===== src/design/rhc_pkg.sv =====
// shared types, constants and code table of the rtp header compressor
package rhc_pkg;

  localparam int LEN_W  = 11;
  localparam int TS_W   = 32;
  localparam int SEQ_W  = 12;
  localparam int CODE_W = 4;
  localparam int CTS_W  = 14;
  localparam int HDR_W  = 32;

  localparam int TICKS_PER_UNIT   = 160;
  localparam int MAX_PACKET_BYTES = 2048;
  localparam int MAX_W            = 17;

  localparam int HDR_FULL    = 12;
  localparam int HDR_CUT     = 8;
  localparam int FRAME_BYTES = 20;
  localparam int CODE_COUNT  = 16;

  localparam logic [1:0] VERSION_COMPACT = 2'b11;
  localparam logic [1:0] COMPACT_MARK    = 2'b11;
  localparam logic [7:0] CONTROL_TYPE    = 8'h81;

  // payload types by code index
  localparam logic [6:0] CODE_TABLE [CODE_COUNT] = '{
    7'd18, 7'd13, 7'd98, 7'd99, 7'd105, 7'd101, 7'd106, 7'd107,
    7'd127, 7'd50, 7'd110, 7'd111, 7'd112, 7'd113, 7'd114, 7'd115
  };
  localparam logic [CODE_W-1:0] CODE_FRAMED = '0;

  // reciprocal for (packet_length - 12) / FRAME_BYTES
  localparam int FR_L     = $clog2(FRAME_BYTES);
  localparam int FR_SHIFT = LEN_W + FR_L;
  localparam int FR_MW    = LEN_W + 1;
  localparam int FR_PW    = FR_SHIFT + LEN_W;
  localparam logic [63:0] FR_M64 =
    ((64'd1 << FR_SHIFT) + 64'(FRAME_BYTES) - 64'd1) / 64'(FRAME_BYTES);
  localparam logic [FR_MW-1:0] FR_M = FR_M64[FR_MW-1:0];

  // reciprocal for timestamp delta / TICKS_PER_UNIT, split in two halves
  localparam int DIV_L     = $clog2(TICKS_PER_UNIT);
  localparam int DIV_SHIFT = TS_W + DIV_L;
  localparam int DIV_LO_W  = 16;
  localparam int DIV_HI_W  = TS_W + 1 - DIV_LO_W;
  localparam int DIV_PW    = 2 * TS_W + 1;
  localparam logic [63:0] DIV_M64 =
    ((64'd1 << DIV_SHIFT) + 64'(TICKS_PER_UNIT) - 64'd1) / 64'(TICKS_PER_UNIT);
  localparam logic [DIV_LO_W-1:0] DIV_M_LO = DIV_M64[DIV_LO_W-1:0];
  localparam logic [DIV_HI_W-1:0] DIV_M_HI = DIV_M64[TS_W:DIV_LO_W];

  localparam int Q_DEPTH = 4;
  localparam int Q_AW    = $clog2(Q_DEPTH);

  typedef enum logic [1:0] {
    ST_CONV = 2'd0,
    ST_PASS = 2'd1,
    ST_DROP = 2'd2
  } rhc_status_t;

  typedef struct packed {
    rhc_status_t        status;
    logic [CODE_W-1:0]  code;
    logic [SEQ_W-1:0]   seq_inc;
    logic [TS_W-1:0]    ts;
    logic [LEN_W-1:0]   new_len;
  } rhc_cmd_t;

  typedef struct packed {
    logic           full;
    logic           empty;
    logic [Q_AW:0]  count;
  } rhc_qstat_t;

endpackage


===== src/design/rhc_front.sv =====
// header classification: pass, drop or convert, code lookup, sequence step
module rhc_front import rhc_pkg::*; (
  input  logic [7:0]       first_byte,
  input  logic [7:0]       type_byte,
  input  logic [TS_W-1:0]  timestamp,
  input  logic [LEN_W-1:0] packet_length,
  output rhc_cmd_t         cmd
);

  logic              hit;
  logic [CODE_W-1:0] idx;
  logic [LEN_W-1:0]  body_len;
  logic [FR_PW-1:0]  fr_prod;
  logic [LEN_W-1:0]  frames;
  logic              bad_len;

  always_comb begin
    hit = 1'b0;
    idx = '0;
    // highest index first so the lowest match wins
    for (int i = CODE_COUNT - 1; i >= 0; i--) begin
      if (type_byte[6:0] == CODE_TABLE[i]) begin
        hit = 1'b1;
        idx = CODE_W'(i);
      end
    end
  end

  assign body_len = packet_length - LEN_W'(HDR_FULL);
  assign fr_prod  = FR_PW'(body_len) * FR_PW'(FR_M);
  assign frames   = fr_prod[FR_SHIFT +: LEN_W];
  assign bad_len  = (packet_length < LEN_W'(HDR_FULL)) ||
                    ({{(MAX_W-LEN_W){1'b0}}, packet_length} >= MAX_W'(MAX_PACKET_BYTES));

  always_comb begin
    cmd.code    = idx;
    cmd.ts      = timestamp;
    cmd.seq_inc = (idx == CODE_FRAMED) ? SEQ_W'(frames) : SEQ_W'(1);
    if (first_byte[7:6] == VERSION_COMPACT) begin
      cmd.status  = ST_PASS;
      cmd.new_len = packet_length;
    end else if (bad_len || type_byte == CONTROL_TYPE || !hit) begin
      cmd.status  = ST_DROP;
      cmd.new_len = '0;
    end else begin
      cmd.status  = ST_CONV;
      cmd.new_len = packet_length - LEN_W'(HDR_CUT);
    end
  end

endmodule


===== src/design/rhc_queue.sv =====
// short command queue between classifier and converter
module rhc_queue import rhc_pkg::*; (
  input  logic       clk,
  input  logic       rst_n,
  input  logic       push,
  input  rhc_cmd_t   push_cmd,
  input  logic       pop,
  output rhc_cmd_t   head_cmd,
  output rhc_qstat_t stat
);

  rhc_cmd_t        entry_r [Q_DEPTH];
  logic [Q_AW-1:0] wr_ptr_r, rd_ptr_r;
  logic [Q_AW:0]   count_r;

  assign stat.count = count_r;
  assign stat.full  = (count_r == (Q_AW+1)'(Q_DEPTH));
  assign stat.empty = (count_r == '0);
  assign head_cmd   = entry_r[rd_ptr_r];

  always_ff @(posedge clk) begin
    if (!rst_n) begin
      wr_ptr_r <= '0;
      rd_ptr_r <= '0;
      count_r  <= '0;
    end else begin
      if (push) wr_ptr_r <= wr_ptr_r + 1'b1;
      if (pop)  rd_ptr_r <= rd_ptr_r + 1'b1;
      case ({push, pop})
        2'b10:   count_r <= count_r + 1'b1;
        2'b01:   count_r <= count_r - 1'b1;
        default: count_r <= count_r;
      endcase
    end
  end

  always_ff @(posedge clk) begin
    if (push) entry_r[wr_ptr_r] <= push_cmd;
  end

endmodule


===== src/design/rhc_back.sv =====
// converter: timestamp base and sequence state, scaled delta, compact header
module rhc_back import rhc_pkg::*; (
  input  logic              clk,
  input  logic              rst_n,
  input  logic              q_valid,
  input  rhc_cmd_t          q_cmd,
  output logic              q_pop,
  input  logic              out_ready,
  output logic              out_valid,
  output rhc_status_t       out_status,
  output logic [HDR_W-1:0]  out_header,
  output logic [CTS_W-1:0]  out_cts,
  output logic [LEN_W-1:0]  out_len
);

  logic              advance;
  logic              started_r, started_nxt;
  logic [TS_W-1:0]   base_r, base_nxt;
  logic [SEQ_W-1:0]  seq_r, seq_nxt;
  logic [TS_W-1:0]   diff_nxt;

  logic              s1_v_r;
  rhc_status_t       s1_status_r;
  logic [CODE_W-1:0] s1_code_r;
  logic [SEQ_W-1:0]  s1_seq_r;
  logic [TS_W-1:0]   s1_diff_r;
  logic [LEN_W-1:0]  s1_len_r;

  logic                       s2_v_r;
  rhc_status_t                s2_status_r;
  logic [CODE_W-1:0]          s2_code_r;
  logic [SEQ_W-1:0]           s2_seq_r;
  logic [LEN_W-1:0]           s2_len_r;
  logic [TS_W+DIV_LO_W-1:0]   s2_plo_r;
  logic [TS_W+DIV_HI_W-1:0]   s2_phi_r;

  logic [DIV_PW-1:0] prod_full;
  logic [CTS_W-1:0]  cts;

  assign advance = !out_valid || out_ready;
  assign q_pop   = advance && q_valid;

  always_comb begin
    started_nxt = started_r;
    base_nxt    = base_r;
    seq_nxt     = seq_r;
    diff_nxt    = '0;
    if (q_pop && q_cmd.status == ST_CONV) begin
      started_nxt = 1'b1;
      seq_nxt     = seq_r + q_cmd.seq_inc;
      if (started_r && q_cmd.ts > base_r) begin
        diff_nxt = q_cmd.ts - base_r;
      end else begin
        base_nxt = q_cmd.ts;
      end
    end
  end

  always_ff @(posedge clk) begin
    if (!rst_n) begin
      started_r <= 1'b0;
      base_r    <= '0;
      seq_r     <= '0;
      s1_v_r    <= 1'b0;
      s2_v_r    <= 1'b0;
      out_valid <= 1'b0;
    end else begin
      started_r <= started_nxt;
      base_r    <= base_nxt;
      seq_r     <= seq_nxt;
      if (advance) begin
        s1_v_r    <= q_valid;
        s2_v_r    <= s1_v_r;
        out_valid <= s2_v_r;
      end
    end
  end

  assign prod_full = DIV_PW'(s2_plo_r) + (DIV_PW'(s2_phi_r) << DIV_LO_W);
  assign cts       = prod_full[DIV_SHIFT +: CTS_W];

  always_ff @(posedge clk) begin
    if (advance) begin
      s1_status_r <= q_cmd.status;
      s1_code_r   <= q_cmd.code;
      s1_seq_r    <= seq_r;
      s1_diff_r   <= diff_nxt;
      s1_len_r    <= q_cmd.new_len;

      s2_status_r <= s1_status_r;
      s2_code_r   <= s1_code_r;
      s2_seq_r    <= s1_seq_r;
      s2_len_r    <= s1_len_r;
      s2_plo_r    <= (TS_W+DIV_LO_W)'(s1_diff_r) * (TS_W+DIV_LO_W)'(DIV_M_LO);
      s2_phi_r    <= (TS_W+DIV_HI_W)'(s1_diff_r) * (TS_W+DIV_HI_W)'(DIV_M_HI);

      out_status  <= s2_status_r;
      out_len     <= s2_len_r;
      if (s2_status_r == ST_CONV) begin
        out_header <= {COMPACT_MARK, s2_code_r, s2_seq_r, cts};
        out_cts    <= cts;
      end else begin
        out_header <= '0;
        out_cts    <= '0;
      end
    end
  end

endmodule


===== src/design/rtp_header_compressor.sv =====
// top level of the rtp header compressor
//
// usage:
//  - input stream: one beat per packet header (first byte, type byte,
//    timestamp, packet length); accepted when in_tvalid and in_tready are high
//  - output stream: one beat per input beat, in order; out_tuser carries the
//    status (converted, pass through, dropped), out_tdata the compact header,
//    the scaled timestamp and the new length
//  - path: an accepted beat passes through the queue, the s1 and s2 registers
//    and the output register; older queued beats and receiver stalls delay it
//  - throughput: one beat per cycle while out_tready is high; the timestamp
//    base compare and update plus the sequence add are combinational; the
//    tick-constant divide is a reciprocal multiply over the two following stages
//  - reset: synchronous, active low; clears the queue, the pipeline valids,
//    the started flag, the timestamp base and the local sequence number
//  - stall: while out_tvalid is high and out_tready low the converter pipeline
//    holds; the classifier keeps accepting beats until the four-entry queue
//    fills, then in_tready drops
module rtp_header_compressor import rhc_pkg::*; (
  input  logic        clk,
  input  logic        rst_n,
  // first_byte[7:0], type_byte[15:8], timestamp[47:16], packet_length[58:48]
  input  logic [63:0] in_tdata,
  input  logic        in_tvalid,
  output logic        in_tready,
  // compact_header[31:0], compressed_ts[45:32], new_length[56:46]
  output logic [63:0] out_tdata,
  // status[1:0]
  output logic [1:0]  out_tuser,
  output logic        out_tvalid,
  input  logic        out_tready
);

  rhc_cmd_t    front_cmd;
  rhc_cmd_t    head_cmd;
  rhc_qstat_t  q_stat;
  logic        in_beat;
  logic        q_pop;
  rhc_status_t res_status;
  logic [HDR_W-1:0] res_header;
  logic [CTS_W-1:0] res_cts;
  logic [LEN_W-1:0] res_len;

  // classify straight off the input beat
  rhc_front u_front (
    .first_byte    (in_tdata[7:0]),
    .type_byte     (in_tdata[15:8]),
    .timestamp     (in_tdata[47:16]),
    .packet_length (in_tdata[58:48]),
    .cmd           (front_cmd)
  );

  assign in_tready = !q_stat.full;
  assign in_beat   = in_tvalid && in_tready;

  // decouples classifier from converter
  rhc_queue u_queue (
    .clk      (clk),
    .rst_n    (rst_n),
    .push     (in_beat),
    .push_cmd (front_cmd),
    .pop      (q_pop),
    .head_cmd (head_cmd),
    .stat     (q_stat)
  );

  // stateful conversion and output register
  rhc_back u_back (
    .clk        (clk),
    .rst_n      (rst_n),
    .q_valid    (!q_stat.empty),
    .q_cmd      (head_cmd),
    .q_pop      (q_pop),
    .out_ready  (out_tready),
    .out_valid  (out_tvalid),
    .out_status (res_status),
    .out_header (res_header),
    .out_cts    (res_cts),
    .out_len    (res_len)
  );

  assign out_tuser = res_status;
  assign out_tdata = {7'd0, res_len, res_cts, res_header};

  // queue occupancy never goes past its depth
  a_queue_bound: assert property (@(posedge clk) disable iff (!rst_n)
    q_stat.count <= (Q_AW+1)'(Q_DEPTH))
    else $error("queue count past depth");

  // anything not converted carries an all-zero header and timestamp
  a_zero_unconverted: assert property (@(posedge clk) disable iff (!rst_n)
    out_tvalid && out_tuser != ST_CONV |-> out_tdata[45:0] == '0)
    else $error("header on unconverted beat");

  // dropped beats carry zero length
  a_drop_len: assert property (@(posedge clk) disable iff (!rst_n)
    out_tvalid && out_tuser == ST_DROP |-> out_tdata[56:46] == '0)
    else $error("length on dropped beat");

  // converted header has the mark and embeds the scaled timestamp
  a_conv_hdr: assert property (@(posedge clk) disable iff (!rst_n)
    out_tvalid && out_tuser == ST_CONV |->
      out_tdata[31:30] == COMPACT_MARK && out_tdata[13:0] == out_tdata[45:32])
    else $error("malformed compact header");

endmodule


===== config.mk =====
export PLATFORM = sky130hd
export DESIGN_NAME = rtp_header_compressor
export DESIGN_NICKNAME = d
export VERILOG_FILES = /design/src/design/rhc_pkg.sv /design/src/design/rhc_front.sv /design/src/design/rhc_queue.sv /design/src/design/rhc_back.sv /design/src/design/rtp_header_compressor.sv
export SDC_FILE = /design/constraint.sdc
export NUM_CORES = 2
export LEC_CHECK = 0
export BUFFER_PORTS_ARGS = -buffer_cell sky130_fd_sc_hd__buf_2
export CAP_MARGIN = 40
export CORE_MARGIN = 5
export CORE_UTILIZATION = 60
export CTS_BUF_LIST = sky130_fd_sc_hd__clkbuf_16
export DETAILED_ROUTE_END_ITERATION = 10
export PLACE_DENSITY = 0.78
export SYNTH_ARGS = -nofsm -noshare
export SYNTH_HDL_FRONTEND = slang
export SYNTH_SLANG_ARGS = --single-unit

===== constraint.sdc =====
create_clock -name clk -period 15.8 [get_ports clk]
set_input_delay 0.79 -clock clk [delete_from_list [all_inputs] [get_ports clk]]
set_output_delay 0.79 -clock clk [all_outputs]
set_load 0.05 [all_outputs]

==> reports/qor.yml <==
hold_end: "u_queue.entry_r[0][16]$_DFFE_PP_"
hp-class: "in2reg"
grt_usage_pct: 23.48
final_layout_size_suffix_gt1_share_pct: 8.911
r2r_slack_ns: 8.64
wl_mm: 77.69
port_buffers: 117
use_met2_pct: 40.59
holdCritStartpoint: "in_tdata[21]"
rsz0062_at_grt: "no"
synthTopCellsByArea: "edfxtp_1 34%, fa_1 20%, ha_1 15%, inv_1 7.7%, mux4_2 3.4%"
drt_iter0_markers: 1564
leakage_nw: 18.82
hold_buffers: 0
first_global_vias: 24090
synthFlopType: "edfxtp_1"
reg2reg_depth: 21
max_freq_mhz: 139.7
post-route-util_pct: 65.74
ir_worst_vdd_v: 0.0001116
clock_latency_ns: 0.60
place_hpwl_mm: 61.73
critPathKind: "reg2reg"
synth_area_per_cell_um2: 11.69
ys_ff_latch: 485
synth_largest_area_cell: "edfxtp_1"
grt-ovfl-total: 0
synth-edff-count: 428
total_power_mw: 6.403
met3_usage_pct: 5.070
grt.busiest_layer: "met2"
end_kind: "flip-flop"
synthCells: 3220
antenna_found_initial: 15
yosys_warnings: 0
path_clk_slew_ns: 0.06
crit_chain: "ha_1 -> inv_1 -> fa_1 -> inv_1 -> fa_1 -> fa_1 -> fa_1 -> inv_1 -> fa_1 -> inv_1 -> ha_1 -> a21oi_1 -> o211ai_1 -> nor4_1 -> a21oi_1 -> o221ai_1 -> a21oi_1 -> a31oi_1 -> o21ai_0 -> a31oi_1 -> xnor2_1"
slew_viol_final: 0
gp_congestion: 0.9808
dr.pass1.iters: 5
grt_pass1_wl_mm: 125.3
cts_setup_buffers: 0
clockBufferDepth: 3
cts_num_sinks: 485
final_cell_area_um2: 40720
synth_cell_types: 77
placed_area_um2: 39090
holdWs_ns: 0.4017
drv_cap: 0
synthArstFlopShare_pct: 0
min_period_over_period_pct: 45.31
syn2layout_area_growth_pct: 8.173
worstMarginPinSlew_ns: 0.8968
dieHeight_um: 260.5
critPathLaunchType: "flip-flop"
antenna_left: 0
path_max_fanout: 7
synth_most_common_cell: "inv_1"
outcome: "completed"
fp.dieArea_um2: 67850
crit_arrival_ns: 7.50
critPathRequiredTime_ns: 16.14
drc: 0
final.min_clock_period_ns: 7.159
synth_common_cells: "769 x inv_1, 438 x ha_1, 428 x edfxtp_1, 372 x fa_1, 127 x a21oi_1"
tns_ns: 0
synth_area_um2: 37640
vias_per_cell: 5.422
hold_violations: 0
tritoncts: "done"
cts-root-buf: "clkbuf_16"
vias: 22880
grt_start_max_net_pins: 89
cts_buffers: 50
fp.coreArea_um2: 61940
relSlewSlack_pct: 40.21
skew_ns: 0.01512
whs_path_depth: 1
cts_max_level: 2
fp-row-count: 91
initial_core_util_pct: 60.77
power.density_nw_per_um2: 157.2
reg2reg_to: "u_back.s2_plo_r[47]$_DFFE_PP_"
r2r_start: "u_back.s1_diff_r[14]$_SDFFCE_PN0P_"
cp_common_cell: "fa_1"
critPathMaxStageDelay_ns: 0.62
routedWlPerCell_um: 18.41
seq_area_frac_synth_pct: 37.17
io_pins: 136
setup_violations: 0
synth_top_area_share_pct: 34.14
post_cts_resized: 0
nNetsFinal: 4216
use_met1_pct: 30.32
crit_path_top_delay_cell: "edfxtp_1"
fp.dieW_um: 260.5
==> placed cells by master, fill, tap and decap left out, drive strengths merged, types with 53 or more instances in the layout <==
master  synthesis  routed
edfxtp        428     428
fa            372     372
xnor2          85      85
o21ai          96      96
a21o           60      60
mux4           56      56
a21oi         127     127
nand3          56      56
clkbuf         28      53
nor2          117     117
inv           770     783
nand2         118     118
ha            438     438
dfxtp          57      57
buf            43     131
==> where the power goes <==
part | switching [mW] | total, mW | leakage (nW) | internal, mW
Combinational | 2.01 | 3.31 | 13.1 | 1.30
Clock | 0.493 | 1.14 | 0.828 | 0.644
Sequential | 0.148 | 1.96 | 4.91 | 1.81
==> worst max path at each step <==
stage | from | end | slack (ns) | cells after the start
finish | u_back.s1_diff_r[14]$_SDFFCE_PN0P_ | u_back.s2_plo_r[47]$_DFFE_PP_ | 8.64 | 21
global placement | in_tdata[52] | u_queue.entry_r[1][49]$_DFFE_PP_ | 8.53 | 23
detailed placement | in_tdata[52] | u_queue.entry_r[0][49]$_DFFE_PP_ | 8.37 | 23
global route | u_back.s1_diff_r[13]$_SDFFCE_PN0P_ | u_back.s2_plo_r[47]$_DFFE_PP_ | 8.41 | 21
floorplan | in_tdata[52] | u_queue.entry_r[0][49]$_DFFE_PP_ | 9.46 | 22
CTS | u_back.s1_diff_r[14]$_SDFFCE_PN0P_ | u_back.s2_plo_r[47]$_DFFE_PP_ | 8.70 | 21
==> cell families after synthesis <==
family          synth area share, %
flops                         37.17
xor+xnor                      3.001
fa+ha+maj                     34.34
other cells                0.009962
mux                           3.540
simple gates                  6.458
buf+inv                       8.675
compound gates                6.801
==> cell type report <==
cell class	instances	area [µm²]
clock inverter	39	290.3
timing repair buffer	131	730.7
inverter	770	2898
sequential	485	14000
antenna	4	10.01
multi-input combinational	1900	20420
clock buffer	53	1326
tap	837	1047
fill	4651	21220
==> routing by layer <==
layer | up-vias | part of all wire (%)
met2 | 572 | 49
li1 | 10940 | -
met1 | 11180 | 42
met4 | 20 | 3.0
met5 | - | 0.16
met3 | 168 | 6.3
==> state kept, by name, indices dropped and copies added, names as in the netlist, 3 cells and up, named ones only <==
signal,flops
u_back.out_header,18
u_queue.entry_r,224
u_back.s2_code_r,4
u_back.s2_len_r,11
u_back.base_r,32
u_back.seq_r,12
u_back.out_len,11
u_back.s2_seq_r,12
u_queue.count_r,3
u_back.s1_len_r,11
u_back.out_cts,13
u_back.s1_seq_r,12
u_back.s2_plo_r,32
u_back.s2_phi_r,38
u_back.s1_code_r,4
u_back.s1_diff_r,32
==> critical path, delay by kind of cell (launching register included) <==
family / cells / cell delay (ns)
AOI/OAI and AO/OA: 8 / 1.95
and+or+nand+nor: 1 / 0.62
adders and majority gates: 7 / 3.29
buffers and inverters: 4 / 0.29
xor gates and xnor gates: 1 / 0.09
DFF: 1 / 0.62
==> metrics by stage <==
| step | setup slack [ns] | cells |
|---|---|---|
| after floorplan | 9.461 | 3226 |
| after global placement | 8.533 | 4121 |
| after detailed placement | 8.372 | 4123 |
| after CTS | 8.704 | 4215 |
| after global routing | 8.415 | 4217 |
| final | 8.641 | 4219 |
Note: power is estimated with default switching activity, not from simulation.
